[src/sv/egs_pkg.sv]
// ----------------------------------------------------------------------------
// egs_pkg: shared types and constants of the epoch goodness scheduler
// process table entry layout, run state codes and saturation limits
// ----------------------------------------------------------------------------
`default_nettype none

package egs_pkg;

  localparam int unsigned PID_W   = 5;
  localparam int unsigned PRIO_W  = 8;
  localparam int unsigned CNT_W   = 9;
  localparam int unsigned GOOD_W  = 10;

  localparam logic [CNT_W-1:0]  CNT_MAX  = 9'd511;
  localparam logic [GOOD_W-1:0] GOOD_MAX = 10'd1023;

  // kind of an input transfer, carried in tuser
  localparam logic ACT_WRITE   = 1'b0;
  localparam logic ACT_RESCHED = 1'b1;

  typedef enum logic [1:0] {
    ST_BLOCKED = 2'd0,
    ST_READY   = 2'd1,
    ST_CURRENT = 2'd2
  } run_state_e;

  typedef struct packed {
    run_state_e         state;
    logic [PRIO_W-1:0]  prio;
    logic [CNT_W-1:0]   cnt;
    logic [GOOD_W-1:0]  good;
  } proc_entry_t;

endpackage : egs_pkg

`default_nettype wire

[src/sv/egs_cell.sv]
// ----------------------------------------------------------------------------
// egs_cell: one slot of the rotating process table
// holds one entry and takes its neighbor's entry on every shift
// ----------------------------------------------------------------------------
`default_nettype none

module egs_cell
  import egs_pkg::*;
#(
  parameter bit RST_CURRENT = 1'b0
) (
  input  wire              clk_i,
  input  wire              rst_ni,
  input  wire              shift_i,
  input  wire proc_entry_t entry_i,
  output proc_entry_t      entry_o
);

  proc_entry_t entry_q;

  always_ff @(posedge clk_i or negedge rst_ni) begin
    if (!rst_ni) begin
      entry_q.state <= RST_CURRENT ? ST_CURRENT : ST_BLOCKED;
      entry_q.prio  <= '0;
      entry_q.cnt   <= '0;
      entry_q.good  <= '0;
    end else if (shift_i) begin
      entry_q <= entry_i;
    end
  end

  assign entry_o = entry_q;

endmodule : egs_cell

`default_nettype wire

[src/sv/epoch_goodness_scheduler.sv]
// ----------------------------------------------------------------------------
// epoch_goodness_scheduler: epoch based goodness process scheduler
// process table kept in a ring of cells that rotates past one update unit
// ----------------------------------------------------------------------------
// The process table lives in a ring of NUM_PROCS cells that rotates by one
// slot per cycle, save for the hold on the final slot described below, past
// a single update unit at the tail, so every operation is a whole number of
// rotations and the table is back in home position at the end. A write
// transfer (tuser = 0) takes a single rotation; a reschedule transfer
// (tuser = 1) takes three rotations: charge the running process, then an
// optional new epoch together with the goodness search, then the run state
// commit. One item is worked on at a time; the result sits in an output
// register, so the next item is accepted while that result still waits.
// The final slot of a write or of the commit rotation waits as long as an
// earlier result is still held in the output register.
// A write to a pid at or above NUM_PROCS leaves the table alone but still
// gives a result. next_pid carries the low five bits of the running pid.
`default_nettype none

module epoch_goodness_scheduler
  import egs_pkg::*;
#(
  parameter int unsigned NUM_PROCS = 32
) (
  input  wire         clk_i,
  input  wire         rst_ni,
  // input stream
  input  wire         s_axis_tvalid_i,
  output logic        s_axis_tready_o,
  // [4:0] pid, [12:5] priority_req, [13] make_ready, [22:14] ticks_left
  input  wire  [23:0] s_axis_tdata_i,
  // [0] action
  input  wire  [0:0]  s_axis_tuser_i,
  // result stream
  output logic        m_axis_tvalid_o,
  input  wire         m_axis_tready_i,
  // [4:0] next_pid, [5] switched, [6] new_epoch, [15:7] slice_ticks
  output logic [15:0] m_axis_tdata_o
);

  localparam int unsigned IW = $clog2(NUM_PROCS);
  // common width for comparing a slot index with an input pid
  localparam int unsigned MW = (IW > PID_W) ? IW : PID_W;
  localparam logic [IW-1:0] IDX_LAST = IW'(NUM_PROCS - 1);

  typedef enum logic [2:0] {
    S_IDLE,
    S_WRITE,
    S_CHARGE,
    S_SELECT,
    S_COMMIT
  } state_e;

  state_e state_q;

  // latched input transfer
  logic [PID_W-1:0]  pid_q;
  logic [PRIO_W-1:0] prio_q;
  logic              ready_q;
  logic [CNT_W-1:0]  ticks_q;

  // scheduler bookkeeping
  logic [IW-1:0]     idx_q;       // pid of the entry at the ring tail
  logic [IW-1:0]     cur_q;       // running pid
  logic              runnable_q;  // some runnable slot still has ticks
  logic              epoch_q;
  logic [GOOD_W-1:0] best_q;
  logic [IW-1:0]     best_pid_q;
  logic [CNT_W-1:0]  best_cnt_q;
  run_state_e        cur_state_q;
  logic [GOOD_W-1:0] cur_good_q;
  logic [CNT_W-1:0]  cur_cnt_q;

  logic              m_valid_q;
  logic [15:0]       m_data_q;

  // ring of cells
  proc_entry_t cell_out [NUM_PROCS];
  proc_entry_t tail;
  proc_entry_t head_d;
  logic        shift;

  // control
  logic        s_fire;
  logic        m_fire;
  logic        last;
  logic        load_slot;
  logic        out_free;
  logic        advance;
  logic        keep;
  logic        runnable_now;
  logic [IW-1:0] final_pid;
  logic [MW-1:0] pid_ext;
  logic [MW-1:0] idx_ext;
  logic [MW-1:0] cur_ext;
  logic [MW-1:0] final_ext;

  // update unit arithmetic
  logic [GOOD_W-1:0] chg_base;
  logic [GOOD_W:0]   chg_sum;
  logic [CNT_W:0]    ep_cnt_sum;
  logic [CNT_W-1:0]  ep_cnt;
  logic [GOOD_W:0]   ep_good_sum;

  genvar k;
  generate
    for (k = 0; k < NUM_PROCS; k++) begin : g_cell
      // cell k holds pid NUM_PROCS-1-k at home, so the tail holds pid 0
      egs_cell #(
        .RST_CURRENT(k == NUM_PROCS - 1)
      ) u_cell (
        .clk_i   (clk_i),
        .rst_ni  (rst_ni),
        .shift_i (shift),
        .entry_i ((k == 0) ? head_d : cell_out[(k == 0) ? 0 : k - 1]),
        .entry_o (cell_out[k])
      );
    end
  endgenerate

  assign tail = cell_out[NUM_PROCS-1];

  assign s_axis_tready_o = (state_q == S_IDLE);
  assign s_fire   = s_axis_tvalid_i && s_axis_tready_o;
  assign m_fire   = m_valid_q && m_axis_tready_i;
  assign out_free = !m_valid_q || m_axis_tready_i;
  assign last     = (idx_q == IDX_LAST);
  // final slot of a write or of the commit loads the result register
  assign load_slot = last && ((state_q == S_WRITE) || (state_q == S_COMMIT));
  // hold the ring on that slot until the result register can load
  assign advance  = !(load_slot && !out_free);
  assign shift    = (state_q != S_IDLE) && advance;

  assign pid_ext = MW'(pid_q);
  assign idx_ext = MW'(idx_q);
  assign cur_ext = MW'(cur_q);

  // keep the running process while it is still current, unless a ready one beats it
  assign keep      = (cur_state_q == ST_CURRENT) && (best_q <= cur_good_q);
  assign final_pid = keep ? cur_q : best_pid_q;
  assign final_ext = MW'(final_pid);

  // charge arithmetic
  assign chg_base = (tail.good > GOOD_W'(tail.cnt)) ? (tail.good - GOOD_W'(tail.cnt)) : '0;
  assign chg_sum  = (GOOD_W+1)'(chg_base) + (GOOD_W+1)'(ticks_q);

  // epoch recompute: counter/2 + priority, goodness = counter + priority
  assign ep_cnt_sum  = (CNT_W+1)'(tail.cnt >> 1) + (CNT_W+1)'(tail.prio);
  assign ep_cnt      = (ep_cnt_sum > (CNT_W+1)'(CNT_MAX)) ? CNT_MAX : ep_cnt_sum[CNT_W-1:0];
  assign ep_good_sum = (GOOD_W+1)'(ep_cnt) + (GOOD_W+1)'(tail.prio);

  // update unit at the ring tail
  always_comb begin
    head_d       = tail;
    runnable_now = 1'b0;
    case (state_q)
      S_WRITE: begin
        if (idx_ext == pid_ext) begin
          head_d.prio = prio_q;
          head_d.cnt  = '0;
          head_d.good = '0;
          if (!ready_q) begin
            head_d.state = ST_BLOCKED;
          end else if (tail.state != ST_CURRENT) begin
            head_d.state = ST_READY;
          end
        end
      end
      S_CHARGE: begin
        if (idx_q == cur_q) begin
          head_d.cnt = ticks_q;
          if (ticks_q == '0) begin
            head_d.good = '0;
          end else begin
            head_d.good = (chg_sum > (GOOD_W+1)'(GOOD_MAX)) ? GOOD_MAX
                                                            : chg_sum[GOOD_W-1:0];
          end
        end
        runnable_now = (head_d.state inside {ST_READY, ST_CURRENT}) && (head_d.cnt != '0);
      end
      S_SELECT: begin
        if (epoch_q) begin
          head_d.cnt  = ep_cnt;
          head_d.good = (ep_good_sum > (GOOD_W+1)'(GOOD_MAX)) ? GOOD_MAX
                                                              : ep_good_sum[GOOD_W-1:0];
        end
      end
      S_COMMIT: begin
        if (!keep) begin
          if ((idx_q == cur_q) && (tail.state == ST_CURRENT)) begin
            head_d.state = ST_READY;
          end
          if (idx_q == best_pid_q) begin
            head_d.state = ST_CURRENT;
          end
        end
      end
      default: ;
    endcase
  end

  // sequencer, bookkeeping and result register
  always_ff @(posedge clk_i or negedge rst_ni) begin
    if (!rst_ni) begin
      state_q     <= S_IDLE;
      pid_q       <= '0;
      prio_q      <= '0;
      ready_q     <= 1'b0;
      ticks_q     <= '0;
      idx_q       <= '0;
      cur_q       <= '0;
      runnable_q  <= 1'b0;
      epoch_q     <= 1'b0;
      best_q      <= '0;
      best_pid_q  <= '0;
      best_cnt_q  <= '0;
      cur_state_q <= ST_BLOCKED;
      cur_good_q  <= '0;
      cur_cnt_q   <= '0;
      m_valid_q   <= 1'b0;
      m_data_q    <= '0;
    end else begin
      if (shift && load_slot) begin
        m_valid_q <= 1'b1;
      end else if (m_fire) begin
        m_valid_q <= 1'b0;
      end
      case (state_q)
        S_IDLE: begin
          if (s_fire) begin
            pid_q      <= s_axis_tdata_i[4:0];
            prio_q     <= s_axis_tdata_i[12:5];
            ready_q    <= s_axis_tdata_i[13];
            ticks_q    <= s_axis_tdata_i[22:14];
            idx_q      <= '0;
            runnable_q <= 1'b0;
            state_q    <= (s_axis_tuser_i[0] == ACT_WRITE) ? S_WRITE : S_CHARGE;
          end
        end
        S_WRITE: begin
          if (advance) begin
            idx_q <= last ? '0 : idx_q + 1'b1;
            if (last) begin
              m_data_q  <= {9'd0, 1'b0, 1'b0, cur_ext[PID_W-1:0]};
              state_q   <= S_IDLE;
            end
          end
        end
        S_CHARGE: begin
          if (advance) begin
            idx_q      <= last ? '0 : idx_q + 1'b1;
            runnable_q <= runnable_q || runnable_now;
            if (last) begin
              epoch_q <= !(runnable_q || runnable_now);
              state_q <= S_SELECT;
            end
          end
        end
        S_SELECT: begin
          if (advance) begin
            idx_q <= last ? '0 : idx_q + 1'b1;
            // pid 0 seeds the search and is the fallback
            if (idx_q == '0) begin
              best_q     <= (head_d.state == ST_READY) ? head_d.good : '0;
              best_pid_q <= '0;
              best_cnt_q <= head_d.cnt;
            end else if ((head_d.state == ST_READY) && (head_d.good > best_q)) begin
              best_q     <= head_d.good;
              best_pid_q <= idx_q;
              best_cnt_q <= head_d.cnt;
            end
            if (idx_q == cur_q) begin
              cur_state_q <= head_d.state;
              cur_good_q  <= head_d.good;
              cur_cnt_q   <= head_d.cnt;
            end
            if (last) begin
              state_q <= S_COMMIT;
            end
          end
        end
        S_COMMIT: begin
          if (advance) begin
            idx_q <= last ? '0 : idx_q + 1'b1;
            if (last) begin
              cur_q     <= final_pid;
              m_data_q  <= {keep ? cur_cnt_q : best_cnt_q,
                            epoch_q,
                            !keep && (best_pid_q != cur_q),
                            final_ext[PID_W-1:0]};
              state_q   <= S_IDLE;
            end
          end
        end
        default: begin
          state_q <= S_IDLE;
        end
      endcase
    end
  end

  assign m_axis_tvalid_o = m_valid_q;
  assign m_axis_tdata_o  = m_data_q;

endmodule : epoch_goodness_scheduler

`default_nettype wire

[config.mk]
export PLATFORM = sky130hd
export DESIGN_NAME = epoch_goodness_scheduler
export DESIGN_NICKNAME = d
export VERILOG_FILES = /design/src/sv/egs_pkg.sv /design/src/sv/egs_cell.sv /design/src/sv/epoch_goodness_scheduler.sv
export SDC_FILE = /design/constraint.sdc
export NUM_CORES = 2
export LEC_CHECK = 0
export BUFFER_PORTS_ARGS = -buffer_cell sky130_fd_sc_hd__buf_2
export CAP_MARGIN = 10
export CORE_ASPECT_RATIO = 0.9
export CORE_MARGIN = 2
export CORE_UTILIZATION = 55
export DETAILED_ROUTE_END_ITERATION = 10
export GPL_ROUTABILITY_DRIVEN = 0
export PLACE_DENSITY_LB_ADDON = 0.3
export SLEW_MARGIN = 20
export SYNTH_ARGS = -nofsm -noshare
export SYNTH_HDL_FRONTEND = slang
export SYNTH_SLANG_ARGS = --single-unit
[constraint.sdc]
create_clock -name clk_i -period 6.4 [get_ports clk_i]
set_input_delay 0.32 -clock clk_i [delete_from_list [all_inputs] [get_ports clk_i]]
set_output_delay 0.32 -clock clk_i [all_outputs]
set_load 0.05 [all_outputs]
==> metrics <==
status complete, no violations; final WL 77300 microns; clk slew on worst S/H paths 0.06 ns; CP Capture Type register; vias per inst around 5; Area Growth Syn to Fin 11.4%; Synthesized Nets 4696; cts bufs inserted 100; clock tree root buffer cell clkbuf_16; first-pass GRT wire length ~130000 microns; worst skew pair latency 0.68 ns; Setup WS pre-CTS around 0.38 ns; GRT busiest layer met1; DRC errors left 0; Ports 47; r2r startpoint g_cell[31].u_cell.entry_o[0]; crit path time final 6.14 ns; Netlist cell types 69; DP Area 42300 sq um; path type of the worst min-delay path input pin to asynchronous set/reset pin; maximum achievable frequency about 160 MHz; post-synthesis cell area 41400 sq um; largest net degree at the start of global routing 263; M1 GR Usage 31.0%; top_reg_cell synth dfrtp_1; Worst EP arrival 6.70 ns; Max Root-Sink Buffers 3; PortBufs 45; Synth area leaders dfrtp_1 (62%), nand2_1 (25%), ha_1 (1.8%); Slowest-stage cell, CP fa_1; Worst setup SP type register; clk sink count 1028; leak pwr 25.8 nW; drt wl/cell ~14 microns; Die H 264 microns; die area 77400 sq um; post-synthesis sequential area ratio 62.2%; met2 Usage GRT 30.9%; class of the most critical setup path register to register; via count 28800; Detailed Place HPWL around 46000 microns; most frequent cells in the layout nand2_1 (2723), dfrtp_1 (1027), clkbuf_16 (103); Final nets roughly 4700; most common cell after layout, fill and taps aside nand2_1; drt first-iter violations between 2000 and 3000; Overall Power 22.8 mW; antenna-violating nets left 0; worst reg2reg path depth 30; 1st-pass router iterations 6; Gate Count Post-Synth 4603; CTS tree done; max_cap viols 0; DIE WIDTH 293 microns; Worst Tran Pin Value 1.15 ns; met3 Resource Use GR 3.10%; Slew Limit Fails 0; worst hold slack 0.260 ns; initial antenna violation count 0; Rows 95; Async SR Flop Fraction 100%; Yosys top cell area share 62.1%; diode count 0; number of flops mapped to enable cells by yosys 0; Tot GR Track Use between 20 and 25%; vias in the first global route 27500; final worst slack 0.263 ns; Synth area leader dfrtp_1; register bit total from synthesis 1028; htree depth 3; Max stage delay on crit path 0.41 ns; Tcrit/Tclk final 95.9%; core area roughly 75000 sq um; Worst IR Drop VDD 389 uV; final setup fails 0; crit path max fanout 4; worst rel slew slack 23.2%; crit path launch g_cell[31].u_cell.entry_o[0]; P per Cell Area 494 nW/um^2; Starting Density a little under three fifths; Yosys warnings 0; post-synthesis average cell area roughly 9.0 sq um; layout cell share with drive strength beyond 1 ~6.7%; Crit path required time 6.96 ns; fill count roughly 6200; Final Cell Area around 46000 sq um; Clock Skew 0.0412 ns; Layout Utilization 61.9%; Congestion Overflow GR 0; Final Hold Viols 0
## state kept, by name, summed over array words and instances, names as in the netlist
name / cells
ready_q: 1
best_q: 10
pid_ext: 5
cur_ext: 5
best_cnt_q: 9
cur_cnt_q: 9
m_axis_tvalid_o: 1
prio_q: 8
best_pid_q: 5
cur_state_q: 2
runnable_q: 1
epoch_q: 1
state_q: 3
cur_good_q: 10
ticks_q: 9
idx_ext: 5
g_cell.u_cell.entry_o: 928
m_axis_tdata_o: 16
## final cells by class
cell class	count	area (sq um)	area share (%)
sequential	1028	25700	55.8
multi-input combinational	3291	14500	31.5
clock buffer	154	2970	6.44
tap	970	1210	2.63
timing repair buffer	119	1050	2.27
clock inverter	26	394	0.855
inverter	56	210	0.456
## what timing repair did
item	CTS	global route
endpoints found under the hold margin	119	0
gates resized for setup	0	6
hold buffers	26	0
setup endpoints to repair	0	24
setup buffers	0	7
## worst max-delay path: cells and delay by family, from the launching register on
| kind | cells | cell delay [ns] |
|---|---|---|
| buf+inv | 3 | 0.29 |
| flops | 1 | 0.38 |
| mux | 1 | 0.31 |
| simple gates | 7 | 1.15 |
| compound gates | 14 | 2.41 |
| fa+ha+maj | 5 | 1.49 |
## kinds of logic (layout without fill, tap and decap cells)
logic type,count (synthesis),after routing,synth area share (%)
multiplexers,74,74,1.94
AND/OR/NAND/NOR,2892,2892,26.9
buffers and inverters,284,355,2.75
AO/OA/AOI/OAI,216,216,3.28
flip-flops,1028,1028,62.2
XOR/XNOR,44,44,0.968
adder cells (fa/ha/maj),65,65,2.03
## synthesized netlist by cell type (all sizes together), types with 6 or more instances
| library cell | number |
|---|---|
| nand2 | 2723 |
| dfrtp | 1027 |
| clkbuf | 194 |
| nor2 | 75 |
| a21oi | 69 |
| ha | 60 |
| o21ai | 60 |
| inv | 55 |
| mux2 | 49 |
| buf | 34 |
| mux2i | 25 |
| xnor2 | 23 |
| xor2 | 21 |
| nand3 | 15 |
| a22o | 12 |
| nand2b | 12 |
| nor3 | 12 |
| a21o | 10 |
| nand4 | 10 |
| nor2b | 10 |
| a211oi | 9 |
| o21a | 7 |
| or2 | 7 |
| a31oi | 6 |
| and2 | 6 |
## final timing paths
check                                                     to  slack (ns)
min in group clk_i                                pid_ext[2]        0.37
max in group asynchronous       g_cell[12].u_cell.entry_o[5]        4.36
worst max register to register                 best_pid_q[4]        0.26
worst max-delay path                           best_pid_q[4]        0.26
worst min-delay path                       m_axis_tdata_o[2]        0.26
worst min register to register  g_cell[2].u_cell.entry_o[27]        0.44
## per-layer routing
layer | wire (microns) | share of wire (%)
met5 | 0 | 0
met3 | 3460 | 4.5
met4 | 1810 | 2.3
met1 | 37100 | 48
met2 | 34900 | 45
## per-stage QoR
step	TNS, ns	std cells
after floorplan	0	4603
after global placement	0	5427
after detailed placement	0	5428
after CTS	0	5634
after global routing	-0.0981	5644
final	0	5644
## power breakdown
| part | internal (mW) | switching [mW] | total [mW] |
|---|---|---|---|
| Clock | 3.48 | 2.46 | 5.95 |
| Combinational | 2.48 | 4.78 | 7.26 |
| Sequential | 8.41 | 1.15 | 9.56 |
Power figures use the tool's default switching activity.
